**src/rtl/core/ddiff_pkg.sv**
```systemverilog
// ----------------------------------------------------------------------------
// ddiff_pkg
// Shared types, constants and calendar tables for the date difference block,
// including the microcode program of the sequencer.
// ----------------------------------------------------------------------------
`default_nettype none

package ddiff_pkg;

    localparam int DAY_W   = 5;
    localparam int MONTH_W = 4;
    localparam int YEAR_W  = 14;
    localparam int COUNT_W = 22;
    localparam int QUOT_W  = 8;
    localparam int DIV_W   = YEAR_W - 2;
    localparam int PROD_W  = 25;
    localparam int RECIP_SHIFT = 17;

    localparam logic [YEAR_W-1:0]   MAX_YEAR = YEAR_W'(9999);
    localparam logic [PROD_W-1:0]   RECIP25  = PROD_W'(5243);
    localparam logic [COUNT_W-1:0]  DAYS_PER_YEAR = COUNT_W'(365);

    localparam int IN_TDATA_W  = 48;
    localparam int OUT_TDATA_W = 24;

    localparam int PC_W = 4;

    // input item, first field in the highest bits
    typedef struct packed {
        logic                include_end;
        logic [YEAR_W-1:0]   end_year;
        logic [MONTH_W-1:0]  end_month;
        logic [DAY_W-1:0]    end_day;
        logic [YEAR_W-1:0]   start_year;
        logic [MONTH_W-1:0]  start_month;
        logic [DAY_W-1:0]    start_day;
    } in_item_t;

    localparam int IN_ITEM_W = $bits(in_item_t);

    // datapath operations
    localparam logic [2:0] OP_DIVY   = 3'd0;
    localparam logic [2:0] OP_LEAP   = 3'd1;
    localparam logic [2:0] OP_CHK    = 3'd2;
    localparam logic [2:0] OP_SUB100 = 3'd3;
    localparam logic [2:0] OP_ADD400 = 3'd4;
    localparam logic [2:0] OP_SAVE   = 3'd5;
    localparam logic [2:0] OP_FIN    = 3'd6;

    // sequencer jump conditions
    localparam logic [1:0] J_NEXT = 2'd0;
    localparam logic [1:0] J_BAD  = 2'd1;
    localparam logic [1:0] J_END  = 2'd2;

    localparam logic SIDE_START = 1'b0;
    localparam logic SIDE_END   = 1'b1;

    localparam logic [PC_W-1:0] PC_FIN = PC_W'(11);

    typedef struct packed {
        logic            side;
        logic [2:0]      op;
        logic [1:0]      jmp;
        logic [PC_W-1:0] target;
    } ctl_word_t;

    typedef struct packed {
        logic      start;
        logic      exec;
        ctl_word_t word;
    } ddiff_ctl_t;

    typedef struct packed {
        logic bad;
        logic out_busy;
    } ddiff_stat_t;

    function automatic ctl_word_t ucode_word(input logic [PC_W-1:0] pc);
        ctl_word_t w;
        w = '{side: SIDE_START, op: OP_FIN, jmp: J_END, target: PC_FIN};
        case (pc)
            4'd0:  w = '{side: SIDE_START, op: OP_DIVY,   jmp: J_NEXT, target: PC_FIN};
            4'd1:  w = '{side: SIDE_START, op: OP_LEAP,   jmp: J_NEXT, target: PC_FIN};
            4'd2:  w = '{side: SIDE_START, op: OP_CHK,    jmp: J_NEXT, target: PC_FIN};
            4'd3:  w = '{side: SIDE_START, op: OP_SUB100, jmp: J_BAD,  target: PC_FIN};
            4'd4:  w = '{side: SIDE_START, op: OP_ADD400, jmp: J_NEXT, target: PC_FIN};
            4'd5:  w = '{side: SIDE_START, op: OP_SAVE,   jmp: J_NEXT, target: PC_FIN};
            4'd6:  w = '{side: SIDE_END,   op: OP_DIVY,   jmp: J_NEXT, target: PC_FIN};
            4'd7:  w = '{side: SIDE_END,   op: OP_LEAP,   jmp: J_NEXT, target: PC_FIN};
            4'd8:  w = '{side: SIDE_END,   op: OP_CHK,    jmp: J_NEXT, target: PC_FIN};
            4'd9:  w = '{side: SIDE_END,   op: OP_SUB100, jmp: J_BAD,  target: PC_FIN};
            4'd10: w = '{side: SIDE_END,   op: OP_ADD400, jmp: J_NEXT, target: PC_FIN};
            default: w = '{side: SIDE_START, op: OP_FIN, jmp: J_END, target: PC_FIN};
        endcase
        return w;
    endfunction

    // days in the year before the first of the month
    function automatic logic [8:0] days_before_month(input logic [MONTH_W-1:0] m);
        logic [8:0] r;
        case (m)
            4'd1:    r = 9'd0;
            4'd2:    r = 9'd31;
            4'd3:    r = 9'd59;
            4'd4:    r = 9'd90;
            4'd5:    r = 9'd120;
            4'd6:    r = 9'd151;
            4'd7:    r = 9'd181;
            4'd8:    r = 9'd212;
            4'd9:    r = 9'd243;
            4'd10:   r = 9'd273;
            4'd11:   r = 9'd304;
            4'd12:   r = 9'd334;
            default: r = 9'd0;
        endcase
        return r;
    endfunction

    function automatic logic [DAY_W-1:0] month_length(input logic [MONTH_W-1:0] m,
                                                      input logic leap);
        logic [DAY_W-1:0] r;
        if (m == 4'd2) begin
            r = leap ? DAY_W'(29) : DAY_W'(28);
        end else if (m inside {4'd4, 4'd6, 4'd9, 4'd11}) begin
            r = DAY_W'(30);
        end else begin
            r = DAY_W'(31);
        end
        return r;
    endfunction

endpackage

`default_nettype wire

```
**src/rtl/core/date_difference_in_days.sv**
```systemverilog
// ----------------------------------------------------------------------------
// date_difference_in_days
// Number of days between two Gregorian dates, optionally counting the end day.
//
// The slave stream carries one query per transaction: start and end date and
// the include_end flag. The master stream returns the day count in tdata and
// a bad-date flag in tuser; a bad date gives a count of zero.
// A query runs through a microcoded sequence of twelve steps, one per cycle
// while the final step is not held by a stalled result: year division and
// leap test, date check and serial day number for each date, then the
// difference. When a date is bad, the sequence jumps from the step after its
// check to the final step. One query is worked on at a time: a new query is
// accepted only when the block is idle, after the last one has finished.
// s_tready is low while a query is in work. A finished result sits in the
// output register until taken; the next query is accepted meanwhile and its
// final step waits while the receiver stalls.
// Reset (aresetn low, synchronous) empties the output register and returns
// the sequencer to idle.
// ----------------------------------------------------------------------------
`default_nettype none

module date_difference_in_days (
    input  wire logic                                aclk,
    input  wire logic                                aresetn,
    input  wire logic                                s_tvalid,
    output logic                                     s_tready,
    // start_day, start_month, start_year, end_day, end_month, end_year, include_end
    input  wire logic [ddiff_pkg::IN_TDATA_W-1:0]    s_tdata,
    output logic                                     m_tvalid,
    input  wire logic                                m_tready,
    // day_count
    output logic [ddiff_pkg::OUT_TDATA_W-1:0]        m_tdata,
    // bad_date
    output logic                                     m_tuser
);
    import ddiff_pkg::*;

    logic               busy;
    ddiff_ctl_t         ctl;
    ddiff_stat_t        stat;
    in_item_t           in_item;
    logic [COUNT_W-1:0] out_count;

    assign in_item = s_tdata[IN_ITEM_W-1:0];

    ddiff_seq u_seq (
        .aclk     (aclk),
        .aresetn  (aresetn),
        .in_valid (s_tvalid),
        .busy     (busy),
        .stat     (stat),
        .ctl      (ctl)
    );

    ddiff_datapath u_datapath (
        .aclk      (aclk),
        .aresetn   (aresetn),
        .ctl       (ctl),
        .in_item   (in_item),
        .stat      (stat),
        .out_valid (m_tvalid),
        .out_ready (m_tready),
        .out_count (out_count),
        .out_bad   (m_tuser)
    );

    assign s_tready = !busy;
    assign m_tdata  = {{(OUT_TDATA_W-COUNT_W){1'b0}}, out_count};

    a_bad_zero: assert property (@(posedge aclk) disable iff (!aresetn)
        m_tvalid && m_tuser |-> m_tdata == '0)
        else $error("bad date with nonzero count");

    a_busy_after_accept: assert property (@(posedge aclk) disable iff (!aresetn)
        s_tvalid && s_tready |=> !s_tready)
        else $error("ready held after accepting a query");

    a_result_from_work: assert property (@(posedge aclk) disable iff (!aresetn)
        $rose(m_tvalid) |-> $past(busy))
        else $error("result raised without a query in work");

endmodule

`default_nettype wire

```
**src/rtl/core/ddiff_urom.sv**
```systemverilog
// ----------------------------------------------------------------------------
// ddiff_urom
// Microcode store: one control word per program step.
// ----------------------------------------------------------------------------
`default_nettype none

module ddiff_urom (
    input  wire logic [ddiff_pkg::PC_W-1:0] pc,
    output ddiff_pkg::ctl_word_t            word
);
    import ddiff_pkg::*;

    assign word = ucode_word(pc);

endmodule

`default_nettype wire

```
**src/rtl/core/ddiff_seq.sv**
```systemverilog
// ----------------------------------------------------------------------------
// ddiff_seq
// Step counter with conditional jumps; fetches control words from the
// microcode store and hands them to the datapath.
// ----------------------------------------------------------------------------
`default_nettype none

module ddiff_seq (
    input  wire logic              aclk,
    input  wire logic              aresetn,
    input  wire logic              in_valid,
    output logic                   busy,
    input  ddiff_pkg::ddiff_stat_t stat,
    output ddiff_pkg::ddiff_ctl_t  ctl
);
    import ddiff_pkg::*;

    logic            busy_reg, busy_next;
    logic [PC_W-1:0] pc_reg, pc_next;
    ctl_word_t       word;
    logic            stall;
    logic            start;
    logic            exec;

    ddiff_urom u_urom (
        .pc   (pc_reg),
        .word (word)
    );

    // result step waits while the previous result is still held
    assign stall = (word.op == OP_FIN) && stat.out_busy;
    assign start = in_valid && !busy_reg;
    assign exec  = busy_reg && !stall;

    always_comb begin
        busy_next = busy_reg;
        pc_next   = pc_reg;
        if (start) begin
            busy_next = 1'b1;
            pc_next   = '0;
        end else if (exec) begin
            case (word.jmp)
                J_END: begin
                    busy_next = 1'b0;
                    pc_next   = '0;
                end
                J_BAD: begin
                    pc_next = stat.bad ? word.target : pc_reg + PC_W'(1);
                end
                default: begin
                    pc_next = pc_reg + PC_W'(1);
                end
            endcase
        end
    end

    always_ff @(posedge aclk) begin
        if (!aresetn) begin
            busy_reg <= 1'b0;
            pc_reg   <= '0;
        end else begin
            busy_reg <= busy_next;
            pc_reg   <= pc_next;
        end
    end

    assign busy       = busy_reg;
    assign ctl.start  = start;
    assign ctl.exec   = exec;
    assign ctl.word   = word;

endmodule

`default_nettype wire

```
**src/rtl/core/ddiff_datapath.sv**
```systemverilog
// ----------------------------------------------------------------------------
// ddiff_datapath
// Accumulator datapath: serial day numbers by year and month arithmetic,
// date checks, and the output register of the result channel.
// ----------------------------------------------------------------------------
`default_nettype none

module ddiff_datapath (
    input  wire logic                               aclk,
    input  wire logic                               aresetn,
    input  ddiff_pkg::ddiff_ctl_t                   ctl,
    input  ddiff_pkg::in_item_t                     in_item,
    output ddiff_pkg::ddiff_stat_t                  stat,
    output logic                                    out_valid,
    input  wire logic                               out_ready,
    output logic [ddiff_pkg::COUNT_W-1:0]           out_count,
    output logic                                    out_bad
);
    import ddiff_pkg::*;

    in_item_t            item_reg;
    logic [YEAR_W-1:0]   p_reg, p_next;
    logic [QUOT_W-1:0]   q_reg, q_next;
    logic                leap_reg, leap_next;
    logic                bad_reg, bad_next;
    logic [COUNT_W-1:0]  acc_reg, acc_next;
    logic [COUNT_W-1:0]  sa_reg, sa_next;
    logic                vld_reg, vld_next;
    logic [COUNT_W-1:0]  cnt_reg, cnt_next;
    logic                flag_reg, flag_next;

    logic [DAY_W-1:0]    d_sel;
    logic [MONTH_W-1:0]  m_sel;
    logic [YEAR_W-1:0]   y_sel;
    logic [DIV_W-1:0]    div_in;
    logic [PROD_W-1:0]   prod;
    logic [QUOT_W-1:0]   quot;
    logic [DIV_W-1:0]    q_x25;
    logic                date_ok;
    logic [COUNT_W-1:0]  diff;

    assign d_sel = (ctl.word.side == SIDE_END) ? item_reg.end_day   : item_reg.start_day;
    assign m_sel = (ctl.word.side == SIDE_END) ? item_reg.end_month : item_reg.start_month;
    assign y_sel = (ctl.word.side == SIDE_END) ? item_reg.end_year  : item_reg.start_year;

    // divide by 25 through a reciprocal multiply
    always_comb begin
        case (ctl.word.op)
            OP_DIVY: div_in = y_sel[YEAR_W-1:2];
            OP_CHK:  div_in = p_reg[YEAR_W-1:2];
            default: div_in = {2'b00, p_reg[YEAR_W-1:4]};
        endcase
    end

    assign prod = {{(PROD_W-DIV_W){1'b0}}, div_in} * RECIP25;
    assign quot = prod[RECIP_SHIFT +: QUOT_W];

    assign q_x25 = ({{(DIV_W-QUOT_W){1'b0}}, q_reg} << 4)
                 + ({{(DIV_W-QUOT_W){1'b0}}, q_reg} << 3)
                 +  {{(DIV_W-QUOT_W){1'b0}}, q_reg};

    assign date_ok = (y_sel != '0) && (y_sel <= MAX_YEAR)
                   && (m_sel != '0) && (m_sel <= MONTH_W'(12))
                   && (d_sel != '0) && (d_sel <= month_length(m_sel, leap_reg));

    assign diff = (sa_reg < acc_reg) ? acc_reg - sa_reg : '0;

    always_comb begin
        p_next    = p_reg;
        q_next    = q_reg;
        leap_next = leap_reg;
        bad_next  = bad_reg;
        acc_next  = acc_reg;
        sa_next   = sa_reg;
        vld_next  = vld_reg;
        cnt_next  = cnt_reg;
        flag_next = flag_reg;

        if (out_ready) begin
            vld_next = 1'b0;
        end

        if (ctl.start) begin
            bad_next = 1'b0;
        end else if (ctl.exec) begin
            case (ctl.word.op)
                OP_DIVY: begin
                    q_next = quot;
                    p_next = y_sel - YEAR_W'(1);
                end
                OP_LEAP: begin
                    leap_next = (y_sel[1:0] == 2'b00)
                              && ((y_sel[YEAR_W-1:2] != q_x25) || (q_reg[1:0] == 2'b00));
                    acc_next  = {{(COUNT_W-DAY_W){1'b0}}, d_sel}
                              + {{(COUNT_W-9){1'b0}}, days_before_month(m_sel)};
                end
                OP_CHK: begin
                    bad_next = bad_reg || !date_ok;
                    acc_next = acc_reg
                             + {{(COUNT_W-YEAR_W){1'b0}}, p_reg} * DAYS_PER_YEAR;
                    q_next   = quot;
                end
                OP_SUB100: begin
                    acc_next = acc_reg - {{(COUNT_W-QUOT_W){1'b0}}, q_reg}
                             + {{(COUNT_W-DIV_W){1'b0}}, p_reg[YEAR_W-1:2]};
                    q_next   = quot;
                end
                OP_ADD400: begin
                    acc_next = acc_reg + {{(COUNT_W-QUOT_W){1'b0}}, q_reg}
                             + {{(COUNT_W-1){1'b0}},
                                ((m_sel > MONTH_W'(2)) && leap_reg)};
                end
                OP_SAVE: begin
                    sa_next = acc_reg;
                end
                OP_FIN: begin
                    vld_next = 1'b1;
                    if (bad_reg) begin
                        cnt_next  = '0;
                        flag_next = 1'b1;
                    end else begin
                        cnt_next  = diff + {{(COUNT_W-1){1'b0}}, item_reg.include_end};
                        flag_next = 1'b0;
                    end
                end
                default: begin
                    acc_next = acc_reg;
                end
            endcase
        end
    end

    always_ff @(posedge aclk) begin
        if (!aresetn) begin
            vld_reg <= 1'b0;
            bad_reg <= 1'b0;
        end else begin
            vld_reg <= vld_next;
            bad_reg <= bad_next;
        end
    end

    always_ff @(posedge aclk) begin
        if (ctl.start) begin
            item_reg <= in_item;
        end
        p_reg    <= p_next;
        q_reg    <= q_next;
        leap_reg <= leap_next;
        acc_reg  <= acc_next;
        sa_reg   <= sa_next;
        cnt_reg  <= cnt_next;
        flag_reg <= flag_next;
    end

    assign stat.bad      = bad_reg;
    assign stat.out_busy = vld_reg && !out_ready;

    assign out_valid = vld_reg;
    assign out_count = cnt_reg;
    assign out_bad   = flag_reg;

endmodule

`default_nettype wire

```
**config.mk**
```make
export PLATFORM = sky130hd
export DESIGN_NAME = date_difference_in_days
export DESIGN_NICKNAME = d
export VERILOG_FILES = /design/src/rtl/core/ddiff_pkg.sv /design/src/rtl/core/date_difference_in_days.sv /design/src/rtl/core/ddiff_urom.sv /design/src/rtl/core/ddiff_seq.sv /design/src/rtl/core/ddiff_datapath.sv
export SDC_FILE = /design/constraint.sdc
export NUM_CORES = 1
export LEC_CHECK = 0
export ABC_CLOCK_PERIOD_IN_PS = 23500
export BUFFER_PORTS_ARGS = -buffer_cell sky130_fd_sc_hd__buf_4
export CAP_MARGIN = 5
export CORE_MARGIN = 2
export CORE_UTILIZATION = 30
export DETAILED_ROUTE_END_ITERATION = 8
export PLACE_DENSITY = 0.57
export SETUP_SLACK_MARGIN = 0.5
export SLEW_MARGIN = 20
export SYNTH_ARGS = -nofsm -noshare
export SYNTH_HDL_FRONTEND = slang
export SYNTH_HIERARCHICAL = 1
export SYNTH_SLANG_ARGS = --single-unit
```
**constraint.sdc**
```tcl
create_clock -name aclk -period 23.5 [get_ports aclk]
set_input_delay 4.7 -clock aclk [delete_from_list [all_inputs] [get_ports aclk]]
set_output_delay 4.7 -clock aclk [all_outputs]
set_load 0.03 [all_outputs]
```
=== Word level (Yosys, flattened, before mapping) ===
Memory sizes are Yosys's and may differ from the RTL's. A register that Yosys moved wholly into a read port is not among the register bits.
Index checks and enable logic that the tools add are counted.

* Logic and storage cells: 116
* Output and inout port bits: 27
* Memories: 2
* ROM bits: 240
* Flip-flop bits (word level): 144
* Input bits: 52

* Multiplexer cells: 24
* Bitwise gates (word level): 2
* $mul: 2
* Magnitude comparators: 5
* Equality and inequality tests: 14
* Reductions and logical operators: 37
* Add/subtract/negate cells: 12

{| class="wikitable"
|+ Memory list
! memory !! depth !! width !! read ports !! clocked after Yosys merged registers in !! wr ports !! line !! text
|-
| (name not given) || 16 || 9 || 1 || 0 || 0 || ddiff_pkg.sv:101 || <nowiki>case (m)</nowiki>
|-
| (name not given) || 16 || 6 || 1 || 1 || 0 || ddiff_pkg.sv:81 || <nowiki>case (pc)</nowiki>
|}

{| class="wikitable"
|+ Operators with widths
! cell !! number
|-
| one-hot mux 22 bit (4 select lines) || 1
|-
| adder 22 x 1 -> 22 bit || 2
|-
| two-way mux 9 bit || 3
|-
| multiplier 12 x 13 -> 25 bit, second input constant || 1
|-
| one-hot mux 12 bit (2 select lines) || 1
|-
| adder 22 x 12 -> 22 bit || 1
|-
| adder 22 bit || 1
|-
| adder 22 x 8 -> 22 bit || 1
|-
| less-than comparator 22 bit || 1
|-
| multiplier 14 x 9 -> 22 bit, second input constant || 1
|-
| two-way mux 22 bit || 1
|-
| subtractor 22 bit || 1
|-
| subtractor 22 x 8 -> 22 bit || 1
|-
| AND reduction 3 bit || 6
|-
| two-way mux 4 bit || 4
|-
| less-or-equal comparator 14 bit, second input constant || 1
|-
| two-way mux 14 bit || 1
|-
| nonzero test 14 bit || 1
|-
| subtractor 14 x 1 -> 14 bit, second input constant || 1
|-
| adder 12 x 11 -> 12 bit || 1
|-
| adder 12 x 8 -> 12 bit || 1
|-
| inequality test 12 bit || 1
|-
| nonzero test 4 bit || 3
|-
| logical AND 1 bit || 11
|-
| other kinds (27) || 49
|}

=== Depth between registers and ports, before layout ===
* Depth in word-level cells: 9
* Gate-level depth with buffers: 30
* Gate-level depth less buffers: 26

=== Cells and area by module ===
The synthesis kept the hierarchy.

{| class="wikitable"
|+ By module, submodules not included
! module !! area each (µm²) !! cells an instance !! times used !! sequential area each (µm²)
|-
| ddiff_datapath || 16069.2 || 1685 || 1 || 4154.0
|-
| ddiff_seq || 376.6 || 45 || 1 || 100.1
|-
| ddiff_urom || 156.4 || 20 || 1 || 0.0
|-
| date_difference_in_days || 22.5 || 4 || 1 || 0.0
|}

=== Worst setup path after synthesis ===
Ideal clock, no wire load.

* Path kind: reg2reg
* Start: reg u_seq/pc_reg[3] (netlist name)
* End: reg u_datapath.q_reg[7] (data pin)
* Setup time: 0.260 ns
* Data arrival time: 7.391 ns
* Clock period less this slack: 7.652 ns
* Data required time: 23.240 ns
* Setup slack: 15.848 ns
* Stages on the path, launching flop included: 29
* Path through: dfxtp_1 -> a21bo_1 -> o21ai_1 -> clkbuf_1 -> clkbuf_1 -> buf_1 -> mux2i_1 -> nor2_1 -> a21oi_1 -> nor2_1 -> ha_1 -> inv_1 -> ha_1 -> xor2_1 -> ha_1 -> fa_1 -> fa_1 -> inv_1 -> fa_1 -> inv_1 -> ha_1 -> a21o_1 -> a211oi_1 -> o211ai_1 -> a31oi_1 -> o21ai_0 -> or3_1 -> a31oi_1 -> xnor2_1

{| class="wikitable"
|+ RTL lines
! item !! line !! text
|-
| end signal: assignment || ddiff_datapath.sv:148 || <nowiki>q_reg <= q_next;</nowiki>
|-
| end: declaration || ddiff_datapath.sv:23 || <nowiki>logic [QUOT_W-1:0] q_reg, q_next;</nowiki>
|}

==> flow_metrics.tcl <==
set metrics [dict create \
    p_sw_mw 0.9008 \
    largest_reg_flops 47 \
    fin_area_um2 18620 \
    via_per_inst 4.754 \
    holdWs_ns 0.5525 \
    fill_cells 5559 \
    synthArstFlopShare_pct 0 \
    final_nets 2231 \
    syn_inst 1754 \
    setup_viol 0 \
    hold_viol_final 0 \
    grt_max_degree 51 \
    end_kind "register" \
    cts.sinks 144 \
    synthAdderAreaFrac_pct 32.02 \
    drt_iter0_markers 674 \
    die_width_um 239.4 \
    area_growth_pct 12.02 \
    synth_top_family_by_area "adder cells" \
    yosys_warnings 6 \
    post_cts_hold_buffer_count 0 \
    relSlewSlack_pct 35.69 \
    cts_resized 0 \
    cts_root_buf "clkbuf_16" \
    total_leakage_power_nw 8.324 \
    dpl_cell_area_um2 18060 \
    clk_pin_slew_ns 0.07 \
    synth_top_flop_cell "edfxtp_1" \
    critical_path_class "register to register" \
    p_seq_share_pct 17.4 \
    vias 12290 \
    wl_per_cell_um 14.67 \
    grt_util_all_layers_pct 13.83 \
    std_cell_rows 86 \
    synth-edff-count 137 \
    grt_pass1_wl_mm 63.24 \
    min_period_ns 8.241 \
    tritoncts "built" \
    cts_setup_buffers 0 \
    initial_core_util_pct 30.23 \
    timing.fmax_ghz 0.1213 \
    start_kind "register" \
    rr_endpoint "u_datapath/q_reg[7]$_DFFE_PP_" \
    synthesis.area_um2 16620 \
    gp_congestion 0.8665 \
    wl_mm 37.94 \
    synth_xor_area_share_pct 7.067 \
    grt_remaining_overflow 0 \
    grt_pass1_vias 12560 \
    yosys.area_share.simple_pct 11.56 \
    drive_gt1_share_pct 8.215 \
    clockBufferDepth 2 \
    cp_max_fo 24 \
    pin_count 79 \
    cp-endpoint "u_datapath/q_reg[7]$_DFFE_PP_" \
    ir_drop_uv 54.08 \
    clock_latency_ns 0.45 \
    seq_area_frac_synth_pct 25.59 \
    p_sw_share_pct 46.47 \
    rsz0062_at_grt "false" \
    fin_crit_sh_pct 35.07 \
    dieArea_um2 57310 \
    reg2reg_from "u_seq/pc_reg[2]$_SDFFE_PP0P_" \
    crit_required_ns 23.69 \
    ys_ff_latch 144 \
    num_antenna_cells 0 \
    reg2reg_slack_ns 15.26 \
    comb_power_share_pct 69.8 \
    worst-slew-pin-transition_ns 0.9379 \
    antenna_found_initial 0 \
    intPower_mw 1.038 \
    drt-pass1-iter-count 6 \
    yosysUniqueCellTypes 83 \
    cap_violations 0 \
    slew_viol_final 0 \
    hpwlAfterDp_mm 31.73 \
    drc_errors 0 \
    htree_levels 4 \
    status "finished, final reports clean" \
    hold_path.class "register to register" \
    cp-startpoint "u_seq/pc_reg[2]$_SDFFE_PP0P_" \
    synth_compound_area_share_pct 13.04 \
    cts_buffers 17 \
    die_y_um 239.4 \
    arrival_ns 8.43 \
    io_buffer_count 75 \
    finClkSkew_ns 0.01003 \
    power_density_nw_per_um2 104.1 \
    muxShareOfSynthArea_pct 2.085 \
    synth_area_per_cell_um2 9.478 \
    clock_power_share_pct 12.8 \
    coreArea_um2 54990 \
    tns_ns 0 \
    ant_nets 0 \
    rr_worst_depth 26 \
]
==> logic make-up after synthesis <==
| kind of cell | Yosys count |
|---|---|
| AO/OA/AOI/OAI | 333 |
| other | 3 |
| XOR/XNOR | 132 |
| flip-flops | 144 |
| buffers and inverters | 367 |
| adder cells (fa/ha/maj) | 354 |
| AND/OR/NAND/NOR | 389 |
| multiplexers | 32 |
==> through the flow <==
| stage | util [%] | power [mW] | setup WS [ns] | instances |
|---|---|---|---|---|
| floorplan | - | 1.388 | 15.85 | 1757 |
| global placement | 32.83 | 1.663 | 15.36 | 2553 |
| detailed placement | 32.85 | 1.696 | 15.28 | 2553 |
| CTS | 33.82 | 1.958 | 15.21 | 2585 |
| global route | 33.87 | 2.176 | 14.59 | 2586 |
| finish | 33.87 | 1.938 | 15.26 | 2586 |
==> final cells by class <==
type / instances / area, µm² / share of cell area (%)
inverters: 331 / 1242 / 6.672
clock buffers: 19 / 432.9 / 2.325
multi-input cells: 1246 / 11020 / 59.15
clock inverters: 13 / 103.9 / 0.5576
repair buffers: 85 / 638.1 / 3.426
well taps: 748 / 935.9 / 5.026
flip-flops and latches: 144 / 4254 / 22.84
==> routing by layer <==
layer	vias to the layer above	wire length, µm	global-route usage (%)	share of wire (%)
li1	6123	-	-	-
met1	5935	17460	17.35	46
met2	202	18740	24.78	49
met3	33	1171	1.948	3.1
met4	0	572	3.617	1.5
met5	-	0	0	0
==> cell usage in the layout (no fill, tap or decap), types with 7 or more instances in the layout <==
master,instances
edfxtp_1,137
o21a_1,14
clkbuf_16,17
xnor2_1,87
nand3_1,33
o211ai_1,13
xor2_1,44
o21bai_1,10
a21o_1,29
nor3_1,22
mux2_2,7
inv_1,331
a21oi_1,86
nand2b_1,17
o221ai_1,8
o21ai_0,76
a22oi_1,11
and2_1,11
fa_1,119
ha_1,235
nand2_1,116
or3_1,10
a31oi_1,11
or2_2,8
nor2_1,90
and3_1,14
nor4_1,8
nor2b_1,16
buf_4,84
o31ai_1,8
dfxtp_1,7
a211oi_1,12
nand4_1,15
mux2i_1,23
==> critical path: stages, from the launching register on <==
cell and delay, ns:
dfxtp_1 0.63, nand3b_1 0.20, o21ai_4 0.08, buf_4 0.38
mux2i_1 0.72, o21ai_0 0.18, nand2_1 0.10, o21ai_0 0.33
fa_1 0.66, inv_1 0.06, fa_1 0.48, fa_1 0.52
inv_1 0.06, fa_1 0.54, inv_1 0.06, fa_1 0.54
inv_1 0.04, ha_1 0.18, a21o_1 0.17, a21o_1 0.17
a211oi_1 0.38, o211ai_1 0.24, a31oi_1 0.38, o21ai_0 0.19
or3_1 0.35, a31oi_1 0.20, xnor2_1 0.10
==> synth_stat cells, drive strengths merged (10+ instances only) <==
cell type    n  area share, %
inv        331            7.5
nor3        26           0.81
nand2      116            2.6
a31oi       11           0.41
nand4       16           0.64
o211ai      13           0.59
a21oi       86            2.6
buf         15           0.63
nand2b      17           0.64
o21ai       79            2.4
nor2        90            2.0
fa         119             14
mux2i       23            1.4
edfxtp     137             25
nor2b       19           0.78
clkbuf      21           0.47
and3        15           0.59
ha         235             18
a21o        29            1.3
xnor2       88            4.7
nand3       33           0.99
a211oi      12           0.54
o21bai      10           0.45
or3         10           0.38
xor2        44            2.3
o21a        14           0.63
and2        12           0.47
a22oi       11           0.50
==> power by group through the flow <==
stage | logic, mW | clock network (mW) | registers [mW]
floorplan | 1.06 | 0 | 0.331
global placement | 1.32 | 0 | 0.343
detailed placement | 1.35 | 0 | 0.343
CTS | 1.37 | 0.254 | 0.338
global route | 1.57 | 0.265 | 0.340
finish | 1.35 | 0.248 | 0.338
==> worst min-delay path by stage <==
stage | startpoint | end | depth (start not counted)
5_1_grt | u_datapath/acc_reg[10]$_DFFE_PP_ | u_datapath/sa_reg[10]$_DFFE_PP_ | 0
2_1_floorplan | u_datapath/acc_reg[10]$_DFFE_PP_ | u_datapath/sa_reg[10]$_DFFE_PP_ | 0
3_3_place_gp | u_datapath/acc_reg[10]$_DFFE_PP_ | u_datapath/sa_reg[10]$_DFFE_PP_ | 0
3_5_place_dp | u_datapath/acc_reg[10]$_DFFE_PP_ | u_datapath/sa_reg[10]$_DFFE_PP_ | 0
4_1_cts | u_datapath/acc_reg[10]$_DFFE_PP_ | u_datapath/sa_reg[10]$_DFFE_PP_ | 0
6_report | u_datapath/acc_reg[10]$_DFFE_PP_ | u_datapath/sa_reg[10]$_DFFE_PP_ | 0
(Power assumes the default switching activity.)
